`config.mk`:
```
export PLATFORM = sky130hd
export DESIGN_NAME = load_weighted_worker_picker
export DESIGN_NICKNAME = d
export VERILOG_FILES = /design/src/design/lwwp_pkg.sv /design/src/design/lwwp_datapath.sv /design/src/design/lwwp_ctrl.sv /design/src/design/load_weighted_worker_picker.sv
export VERILOG_INCLUDE_DIRS = /design/src /design/src/design
export SDC_FILE = /design/constraint.sdc
export NUM_CORES = 2
export LEC_CHECK = 0
export ABC_AREA = 0
export BUFFER_PORTS_ARGS = -buffer_cell sky130_fd_sc_hd__buf_2
export CAP_MARGIN = 20
export CORE_MARGIN = 2
export CORE_UTILIZATION = 57
export CTS_CLUSTER_DIAMETER = 200
export DETAILED_ROUTE_END_ITERATION = 6
export PLACE_DENSITY_LB_ADDON = 0.1
export SLEW_MARGIN = 20
export SYNTH_ARGS = -nofsm -noshare
export SYNTH_HDL_FRONTEND = slang
export SYNTH_SLANG_ARGS = --single-unit
```
`constraint.sdc`:
```
create_clock -name i_clk -period 13.3 [get_ports i_clk]
set_clock_uncertainty 0.15 [all_clocks]
set_input_delay 1.33 -clock i_clk [delete_from_list [all_inputs] [get_ports i_clk]]
set_output_delay 1.33 -clock i_clk [all_outputs]
set_load 0.005 [all_outputs]
```
`src/design/assert_macros.svh`:
```
// Assertion helpers included by lwwp_ctrl
`ifndef ASSERT_MACROS_SVH
`define ASSERT_MACROS_SVH

// Implication checked at every rising clock edge outside reset
`define ASSERT_IMP(label, clk, rst_n, ante, cons, msg) \
    label: assert property (@(posedge clk) disable iff (!rst_n) (ante) |-> (cons)) \
        else $error(msg);

// Next-cycle implication
`define ASSERT_NEXT(label, clk, rst_n, ante, cons, msg) \
    label: assert property (@(posedge clk) disable iff (!rst_n) (ante) |=> (cons)) \
        else $error(msg);

`endif

```
`src/design/lwwp_pkg.sv`:
```
// ----------------------------------------------------------------------------
// lwwp_pkg
// Types, constants and codes of the load weighted worker picker.
// ----------------------------------------------------------------------------
package lwwp_pkg;

    localparam int MAX_WORKERS_DEF = 16;
    localparam logic [15:0] AGE_LIMIT_RST = 16'd60;
    localparam logic [8:0] LOAD_FULL = 9'd256;

    localparam logic CMD_REGISTER = 1'b0;
    localparam logic CMD_REQUEST  = 1'b1;

    typedef enum logic [2:0] {
        ST_UPDATED = 3'd0,
        ST_ADDED   = 3'd1,
        ST_FULL    = 3'd2,
        ST_PICKED  = 3'd3,
        ST_NONE    = 3'd4
    } t_status;

    typedef struct packed {
        logic        cmd;
        logic [31:0] worker_address;
        logic [15:0] worker_port;
        logic [8:0]  worker_load;
        logic [31:0] now_seconds;
        logic [15:0] random_fraction;
    } t_in_item;

    typedef struct packed {
        logic [2:0]  status;
        logic [31:0] picked_address;
        logic [15:0] picked_port;
    } t_out_item;

    // Controller to datapath commands
    typedef struct packed {
        logic start;     // latch item, clear counters
        logic scan;      // process entry at scan index
        logic target;    // with scan: compute pick target from total; alone: walk running sum
        logic append;    // write new worker at fill count
        logic finish;    // load result register
    } t_cmd;

    // Datapath to controller status
    typedef struct packed {
        logic is_request;
        logic scan_last;   // scan index is at last live entry
        logic empty;
    } t_stat;

endpackage

```
`src/design/lwwp_datapath.sv`:
```
// ----------------------------------------------------------------------------
// lwwp_datapath
// Worker table, one-entry-per-cycle scan for refresh, ageing and compaction,
// weight totals and roulette selection.
// ----------------------------------------------------------------------------
module lwwp_datapath #(
    parameter int MAX_WORKERS = lwwp_pkg::MAX_WORKERS_DEF
) (
    input  logic               i_clk,
    input  logic               i_rst_n,
    input  logic [15:0]        i_age_limit,
    input  lwwp_pkg::t_in_item i_item,
    input  lwwp_pkg::t_cmd     i_cmd,
    output lwwp_pkg::t_stat    o_stat,
    output lwwp_pkg::t_out_item o_result
);
    import lwwp_pkg::*;

    localparam int IW = $clog2(MAX_WORKERS);
    localparam int CW = $clog2(MAX_WORKERS + 1);
    localparam int TW = 9 + CW;

    logic [31:0] r_addr [MAX_WORKERS];
    logic [15:0] r_port [MAX_WORKERS];
    logic [8:0]  r_load [MAX_WORKERS];
    logic [31:0] r_seen [MAX_WORKERS];
    logic [CW-1:0] r_count;

    t_in_item      r_item;
    logic [CW-1:0] r_idx;
    logic [CW-1:0] r_kept;
    logic          r_found;
    logic          r_added;
    logic          r_picked;
    logic [TW-1:0] r_total;
    logic [TW-1:0] r_run;
    logic [TW-1:0] r_tgt;
    logic [IW-1:0] r_sel;
    t_out_item     r_res;

    logic [IW-1:0] w_i;
    logic [IW-1:0] w_k;
    logic [8:0]    w_load_sat;
    logic          w_match;
    logic [8:0]    w_ld;
    logic [31:0]   w_seen;
    logic [31:0]   w_age;
    logic          w_keep;
    logic [8:0]    w_wt;
    logic [TW-1:0] w_run_nx;
    logic [TW+15:0] w_prod;
    t_out_item     w_res;

    assign w_i = r_idx[IW-1:0];
    assign w_k = r_kept[IW-1:0];
    assign w_load_sat = (r_item.worker_load > LOAD_FULL) ? LOAD_FULL : r_item.worker_load;
    assign w_match = (r_addr[w_i] == r_item.worker_address) && (r_port[w_i] == r_item.worker_port);
    assign w_ld   = w_match ? w_load_sat : r_load[w_i];
    assign w_seen = w_match ? r_item.now_seconds : r_seen[w_i];
    assign w_age  = r_item.now_seconds - w_seen;
    assign w_keep = (w_age <= {16'd0, i_age_limit});
    assign w_wt   = LOAD_FULL - r_load[w_i];
    assign w_run_nx = r_run + TW'(w_wt);
    assign w_prod = {16'd0, r_total} * {{TW{1'b0}}, r_item.random_fraction};

    assign o_stat.is_request = (r_item.cmd == CMD_REQUEST);
    assign o_stat.scan_last  = (r_idx + CW'(1) >= r_count);
    assign o_stat.empty      = (r_count == '0);
    assign o_result = r_res;

    always_comb begin
        w_res = '0;
        if (r_item.cmd == CMD_REQUEST) begin
            if (r_count == '0) begin
                w_res.status = ST_NONE;
            end else begin
                w_res.status         = ST_PICKED;
                w_res.picked_address = r_addr[r_sel];
                w_res.picked_port    = r_port[r_sel];
            end
        end else if (r_found) begin
            w_res.status = ST_UPDATED;
        end else if (r_added) begin
            w_res.status = ST_ADDED;
        end else begin
            w_res.status = ST_FULL;
        end
    end

    always_ff @(posedge i_clk) begin
        if (!i_rst_n) begin
            r_count <= '0;
        end else if (i_cmd.scan && r_item.cmd == CMD_REGISTER && o_stat.scan_last) begin
            r_count <= r_kept + CW'(w_keep);
        end else if (i_cmd.append) begin
            if (!r_found && r_count < CW'(MAX_WORKERS)) begin
                r_count <= r_count + CW'(1);
            end
        end
    end

    always_ff @(posedge i_clk) begin
        if (i_cmd.start) begin
            r_item   <= i_item;
            r_idx    <= '0;
            r_kept   <= '0;
            r_found  <= 1'b0;
            r_added  <= 1'b0;
            r_picked <= 1'b0;
            r_total  <= '0;
            r_run    <= '0;
            r_sel    <= '0;
        end else if (i_cmd.scan && i_cmd.target) begin
            // latch the target and rewind between the two request passes
            r_tgt <= w_prod[TW+15:16];
            r_idx <= '0;
            r_run <= '0;
        end else if (i_cmd.scan) begin
            r_idx <= r_idx + CW'(1);
            if (r_item.cmd == CMD_REGISTER) begin
                if (w_match) begin
                    r_found <= 1'b1;
                end
                // compact kept entries towards the front
                if (w_keep) begin
                    r_addr[w_k] <= r_addr[w_i];
                    r_port[w_k] <= r_port[w_i];
                    r_load[w_k] <= w_ld;
                    r_seen[w_k] <= w_seen;
                    r_kept      <= r_kept + CW'(1);
                end
            end else begin
                r_total <= r_total + TW'(w_wt);
            end
        end else if (i_cmd.target) begin
            // second pass: walk running sum against target
            r_idx <= r_idx + CW'(1);
            r_run <= w_run_nx;
            if (!r_picked) begin
                r_sel <= w_i;
                if (r_tgt < w_run_nx) begin
                    r_picked <= 1'b1;
                end
            end
        end else if (i_cmd.append) begin
            if (!r_found && r_count < CW'(MAX_WORKERS)) begin
                r_addr[r_count[IW-1:0]] <= r_item.worker_address;
                r_port[r_count[IW-1:0]] <= r_item.worker_port;
                r_load[r_count[IW-1:0]] <= w_load_sat;
                r_seen[r_count[IW-1:0]] <= r_item.now_seconds;
                r_added <= 1'b1;
            end
        end else if (i_cmd.finish) begin
            r_res <= w_res;
        end
    end

endmodule

```
`src/design/lwwp_ctrl.sv`:
```
// ----------------------------------------------------------------------------
// lwwp_ctrl
// Sequencer for the worker picker: accept, scan passes, append, result.
// ----------------------------------------------------------------------------
`include "assert_macros.svh"
module lwwp_ctrl (
    input  logic            i_clk,
    input  logic            i_rst_n,
    input  logic            i_in_valid,
    output logic            o_in_ready,
    output logic            o_out_valid,
    input  logic            i_out_ready,
    input  lwwp_pkg::t_stat i_stat,
    output lwwp_pkg::t_cmd  o_cmd
);
    import lwwp_pkg::*;

    typedef enum logic [2:0] {
        S_IDLE, S_SCAN, S_TGT, S_WALK, S_APPEND, S_FIN, S_OUT
    } t_state;

    t_state r_state;
    logic   r_out_valid;

    assign o_in_ready  = (r_state == S_IDLE);
    assign o_out_valid = r_out_valid;

    always_comb begin
        o_cmd = '0;
        o_cmd.start = (r_state == S_IDLE) && i_in_valid;
        unique case (r_state)
            S_SCAN: o_cmd.scan = !i_stat.empty;
            S_TGT: begin
                o_cmd.scan   = 1'b1;
                o_cmd.target = 1'b1;
            end
            S_WALK:   o_cmd.target = 1'b1;
            S_APPEND: o_cmd.append = 1'b1;
            S_FIN:    o_cmd.finish = 1'b1;
            default: ;
        endcase
    end

    always_ff @(posedge i_clk) begin
        if (!i_rst_n) begin
            r_state     <= S_IDLE;
            r_out_valid <= 1'b0;
        end else begin
            unique case (r_state)
                S_IDLE: if (i_in_valid) r_state <= S_SCAN;
                S_SCAN: begin
                    if (i_stat.empty || i_stat.scan_last) begin
                        if (!i_stat.is_request) r_state <= S_APPEND;
                        else if (i_stat.empty) r_state <= S_FIN;
                        else r_state <= S_TGT;
                    end
                end
                S_TGT:    r_state <= S_WALK;
                S_WALK:   if (i_stat.scan_last) r_state <= S_FIN;
                S_APPEND: r_state <= S_FIN;
                S_FIN: begin
                    r_state     <= S_OUT;
                    r_out_valid <= 1'b1;
                end
                S_OUT: begin
                    if (i_out_ready) begin
                        r_state     <= S_IDLE;
                        r_out_valid <= 1'b0;
                    end
                end
                default: r_state <= S_IDLE;
            endcase
        end
    end

    `ASSERT_IMP(a_valid_in_out, i_clk, i_rst_n, r_out_valid, r_state == S_OUT, "valid outside output state")
    `ASSERT_NEXT(a_fin_valid, i_clk, i_rst_n, o_cmd.finish, r_out_valid, "result not raised after finish")
    `ASSERT_IMP(a_one_cmd, i_clk, i_rst_n, 1'b1, $countones({o_cmd.append, o_cmd.finish, o_cmd.target}) <= 1, "conflicting commands")

endmodule

```
`src/design/load_weighted_worker_picker.sv`:
```
// With N live entries, a register scans them once, then appends; a request scans
// them for the weight total, then walks them again against the target. A register
// on an empty table still passes through the scan state. One item at a time: the
// next item is accepted only after the output handshake of the last one.
// Reset empties the table and sets the age limit to 60 seconds.
// ----------------------------------------------------------------------------
// load_weighted_worker_picker
// Worker table with refresh, ageing and load-weighted random selection.
// ----------------------------------------------------------------------------
module load_weighted_worker_picker #(
    parameter int MAX_WORKERS = lwwp_pkg::MAX_WORKERS_DEF
) (
    input  logic                i_clk,
    input  logic                i_rst_n,
    input  logic                i_cfg_we,
    input  logic [15:0]         i_cfg_wdata,
    input  logic                i_in_valid,
    output logic                o_in_ready,
    input  lwwp_pkg::t_in_item  i_in_data,
    output logic                o_out_valid,
    input  logic                i_out_ready,
    output lwwp_pkg::t_out_item o_out_data
);
    import lwwp_pkg::*;

    logic [15:0] r_age_limit;
    t_cmd        w_cmd;
    t_stat       w_stat;

    always_ff @(posedge i_clk) begin
        if (!i_rst_n) begin
            r_age_limit <= AGE_LIMIT_RST;
        end else if (i_cfg_we) begin
            r_age_limit <= i_cfg_wdata;
        end
    end

    lwwp_ctrl u_ctrl (
        .i_clk(i_clk), .i_rst_n(i_rst_n),
        .i_in_valid(i_in_valid), .o_in_ready(o_in_ready),
        .o_out_valid(o_out_valid), .i_out_ready(i_out_ready),
        .i_stat(w_stat), .o_cmd(w_cmd)
    );

    lwwp_datapath #(.MAX_WORKERS(MAX_WORKERS)) u_dp (
        .i_clk(i_clk), .i_rst_n(i_rst_n), .i_age_limit(r_age_limit),
        .i_item(i_in_data), .i_cmd(w_cmd), .o_stat(w_stat), .o_result(o_out_data)
    );

endmodule

```
=== Word level (Yosys, flattened, before mapping) ===
Memory sizes are Yosys's and may differ from the RTL's. A register that Yosys moved wholly into a read port is not among the register bits.
Index checks and enable logic that the tools add are counted.

* Output and inout bits: 53
* Input port bits: 127
* Register bits after elaboration: 193
* Memory bits (writable): 1,424
* Logic and storage cells: 151
* Memories kept: 4

* Muxes and demuxes: 60
* Add/sub/neg operators: 8
* Reductions and logical operators: 34
* Bitwise logic cells: 7
* Order comparisons: 5
* Equality and inequality tests: 12
* Multipliers: 1

{| class="wikitable"
|+ Memory list
! name !! depth !! width !! read ports !! clocked after Yosys merged registers in !! write ports !! line !! RTL
|-
| u_dp.r_addr || 16 || 32 || 2 || 2 || 1 || lwwp_datapath.sv:23 || <nowiki>logic [31:0] r_addr [MAX_WORKERS];</nowiki>
|-
| u_dp.r_seen || 16 || 32 || 1 || 1 || 1 || lwwp_datapath.sv:26 || <nowiki>logic [31:0] r_seen [MAX_WORKERS];</nowiki>
|-
| u_dp.r_port || 16 || 16 || 2 || 2 || 1 || lwwp_datapath.sv:24 || <nowiki>logic [15:0] r_port [MAX_WORKERS];</nowiki>
|-
| u_dp.r_load || 16 || 9 || 1 || 1 || 1 || lwwp_datapath.sv:25 || <nowiki>logic [8:0] r_load [MAX_WORKERS];</nowiki>
|}

{| class="wikitable"
|+ Operators by type and width
! operator !! count
|-
| 32-bit 2-to-1 mux || 3
|-
| 32-bit OR reduction || 2
|-
| 4-bit 2-to-1 mux || 12
|-
| 32-bit == test || 1
|-
| 32-bit by 16-bit less-or-equal comparator with 1-bit output || 1
|-
| 32-bit subtractor || 1
|-
| 14-bit by 16-bit multiplier with 30-bit output || 1
|-
| 14-bit by 9-bit adder with 14-bit output || 2
|-
| 3-bit 2-to-1 mux || 9
|-
| 9-bit 2-to-1 mux || 3
|-
| 5-bit 2-to-1 mux || 5
|-
| 1-bit 2-to-1 mux || 23
|-
| 3-bit case mux with 7 select lines || 1
|-
| 16-bit == test || 1
|-
| 16-bit 2-to-1 mux || 1
|-
| 4-bit AND reduction || 4
|-
| 16-bit OR reduction || 1
|-
| 5-bit by 1-bit adder with 5-bit output, second input constant || 3
|-
| 14-bit less-than comparator || 1
|-
| 3-bit == test, second input constant || 3
|-
| 9-bit > comparator, second input constant || 1
|-
| 9-bit OR reduction || 1
|-
| 9-bit subtractor, first input constant || 1
|-
| 2-bit AND reduction || 4
|-
| other kinds (20) || 42
|}

=== Logic depth before layout (Yosys ltp) ===
* Depth after elaboration: 12
* Gate-level depth with buffers: 57
* Mapped depth without buffers: 46

=== Hierarchy ===
From an unflattened synthesis, not the netlist that was laid out.

* Cell total of the unflattened synthesis: 4,966
* Area total of the unflattened synthesis: 82,176.3 um^2

{| class="wikitable"
|+ By module, submodules not included
! module !! area each (um^2) !! sequential area each (um^2) !! cells each !! instances
|-
| lwwp_datapath || 81,199.1 || 48,977.0 || 4,866 || 1
|-
| load_weighted_worker_picker || 605.6 || 320.3 || 51 || 1
|-
| lwwp_ctrl || 371.6 || 80.1 || 49 || 1
|}

=== Worst setup path after synthesis ===
Ideal clock, no wire load.

* Kind: register -> register
* From: reg with a tool-made name
* To: mem u_dp.r_addr[14][0], enable pin
* Arrival: 13.669 ns
* Cell stages (with the launch flop): 46
* Data required time: 12.612 ns
* Library setup time: 0.538 ns
* Path buffers: 12
* Slack: -1.056 ns
* Period minus slack after synthesis: 14.356 ns
* Path through: dfxtp_1 -> buf_6 -> buf_8 -> buf_6 -> buf_6 -> buf_6 -> buf_6 -> buf_4 -> buf_2 -> clkbuf_1 -> clkbuf_1 -> buf_1 -> buf_1 -> mux4_2 -> mux4_2 -> mux2i_1 -> ha_1 -> inv_1 -> (+10 left out) -> mux2i_1 -> o22ai_1 -> ha_1 -> a21o_1 -> a21oi_1 -> nor2b_1 -> o21ai_0 -> nand2b_1 -> a21oi_1 -> o21ai_0 -> a21oi_1 -> a41o_1 -> o221ai_1 -> a2111oi_0 -> nand4_2 -> o31ai_4 -> a32oi_2 -> nor2_1

{| class="wikitable"
|+ RTL lines
! what !! line
|-
| to (decl) || lwwp_datapath.sv:23
|}

==> flow_summary.yaml <==
floorplanning:
  num_rows: 139
  die_h_um: 383
  fp.dieW_um: 383
  die-area_um2: 147000
  pin_count: 180
  core_area_um2: 143000
  start_util_pct: 57.2
yosys:
  yosysSeqAreaShare_pct: 60.3
  syn-num-nets: 5479
  ys_types: 86
  syn_inst: 5009
  syn_area_um2: 81900
  synth_top_area_share_pct: 58.5
  synth-edff-count: 1595
  muxShareOfSynthArea_pct: 18.7
  yosys_warnings: 0
  yosys.area.top_type: "edfxtp_1"
  synthTopCellsByArea: "edfxtp_1 58%, mux4_2 16%, fa_1 4.1%"
  synth_top_family_by_area: "multiplexers"
  synth_area_per_cell_um2: 16.3
  synth-xor-area-share_pct: 1.51
  ys_seq_elements: 1669
  synth_async_sr_flop_share_pct: 0
  synth_compound_area_share_pct: 3.95
  synth_simple_gate_area_share_pct: 6.02
  synth_adder_area_share_pct: 6.81
  synth_ff_type: "edfxtp_1"
layout:
  diodes: 0
  final_cell_mix: "1,595 x edfxtp_1, 583 x mux4_2, 421 x nand2_1, 232 x inv_1, 191 x nor2_1"
  nFillCells: 10100
  fin_cells: 7222
  final_common_cell: "edfxtp_1"
  drive_above_1_share_pct: 23.2
  area_delta_synth_final_pct: 11.1
  fin_nets: 5641
worst_setup_path:
  end_kind: "flip-flop"
  crit_fanout: 92
  max_stage_delay_ns: 0.90
  crit_type: "flip-flop to flip-flop"
  crit_path_frequent_cell: "o21ai_0"
  cp-start-kind: "flip-flop"
  required_ns: 13.56
  crit_slowest_cell: "or4_1"
  cp_data_arrival_time_ns: 12.85
power_and_ir_drop:
  peakVddDrop_uv: 160
  finalPower_uw: 16000
  power_density_nw_per_um2: 176
  leakage_uw: 0.0310
run:
  drv_cap: 0
outcome:
  violations: "design-rule violations"
  status: "finished with violations"
timing:
  worstMarginPinSlew_ns: 1.18
  max_slew_margin_pct: 21.0
  setup_slack_ns: 0.716
  rsz0062_at_grt: "no"
  clock.fmax_mhz: 79.5
  hold_viol: 0
  period_minus_slack_ns: 12.58
  slew_viol_final: 0
  final.period_utilization_pct: 94.6
  setup-violations-final: 0
  holdWs_ns: 0.340
  tns_ns: 0
clock_network:
  clk_latency_ns: 0.83
  cts_buffers: 173
  cts.clk_slew.worst_paths_ns: 0.06
  postCtsSetupBuffers: 0
  clock-root-buffer: "clkbuf_16"
  htreeDepth: 4
  tritoncts: "yes"
  clock-sinks: 1669
  cts-resized-gates: 0
  clock_path_buffers: 3
  cts_hold_buf: 0
placed_design:
  dpl_worst_slack_ns: 0.953
  hpwlAfterDp_um: 130000
  gp_congestion: 0.897
  placed_cells: 6897
  portBuffers: 179
route:
  avgViaCountPerCell: 6.52
  drtIter0Drc: 5462
  avgRoutedWirePerCell_um: 29.2
  route.detailed.drc: 1
  num_vias: 47100
  finalWirelength_um: 211000
  ant_nets: 0
  drt_pass1_iterations: 7
worst_hold_path:
  hp-class: "flip-flop to flip-flop"
  hold_start: "u_dp.r_idx[1]"
grt:
  grt_max_degree: 132
  grt_pass1_wl_um: 313000
  grt_overflow: 0
  grt_pass1_vias: 47000
  grtUsageTotal_pct: 29.3
  antenna_found_initial: 9
## sequential cells by signal, summed over array words and instances, names as in the netlist, 16 cells and up, named ones only
name           count
u_dp.o_result     51
r_age_limit       16
u_dp.r_item      105
u_dp.r_port      256
u_dp.r_seen      512
u_dp.r_addr      512
u_dp.r_load      144
## synthesized netlist by cell type, drive strengths merged, types with 17 or more instances
cell type,count
mux2i,183
a21o,34
inv,235
a31oi,19
and2,98
xor2,57
xnor2,84
o21ai,102
clkbuf,200
nand2b,29
a22oi,38
and3,63
nand4,29
mux4,583
a211oi,17
mux2,26
ha,176
nand2,422
nand3,38
nor2,214
buf,99
nor2b,36
a21oi,135
nor3,37
dfxtp,74
fa,167
edfxtp,1595
## report_power, final
part | total [µW] | internal (µW) | switching, µW
logic | 4320 | 1700 | 2610
registers | 6770 | 6590 | 182
clock network | 4870 | 2780 | 2100
## metrics by stage
stage               instance area (µm²)  util (%)
CTS                               90900      63.5
floorplan                         81900         -
finish                            91000      63.5
global placement                  85100      59.5
global route                      91000      63.5
detailed placement                85200      59.5
## final cells by class
class / count / area (µm²) / area share [%]
clock buffers: 206 / 4470 / 4.92
clock inverters: 117 / 1220 / 1.34
inverters: 235 / 896 / 0.985
multi-input cells: 2806 / 30500 / 33.6
flip-flops and latches: 1669 / 49400 / 54.3
well taps: 1903 / 2380 / 2.62
repair buffers: 286 / 2040 / 2.24
## worst paths after layout
path              slack, ns  cells past startpoint           endpoint
setup / recovery       0.72                     42  u_dp.r_port[8][7]
hold / removal         0.34                      2      u_dp.r_sel[1]
setup reg to reg       0.72                     42  u_dp.r_port[8][7]
hold reg to reg        0.34                      2      u_dp.r_sel[1]
## layer usage
layer	GRT usage (%)	share of wire, %	vias to the layer above
li1	-	-	19900
met3	5.02	8.8	344
met2	45.0	47	2270
met5	0	0.0080	-
met4	8.21	2.7	4
met1	43.8	42	24600
## cells by family after synthesis
kind of cell               Yosys count
AOI/OAI and AO/OA                  487
muxes                              792
adders and majority gates          346
and+or+nand+nor                   1040
buffers and inverters              534
xor gates and xnor gates           141
DFF                               1669
## worst max-delay path: cells and delay by family, from the launching register on
| family | cells | cell delay [ns] |
|---|---|---|
| buffers and inverters | 4 | 1.60 |
| xor gates and xnor gates | 1 | 0.16 |
| DFF | 1 | 0.70 |
| adders and majority gates | 3 | 1.03 |
| and+or+nand+nor | 13 | 3.35 |
| muxes | 4 | 0.62 |
| AOI/OAI and AO/OA | 17 | 4.14 |
Power figures use the tool's default switching activity.
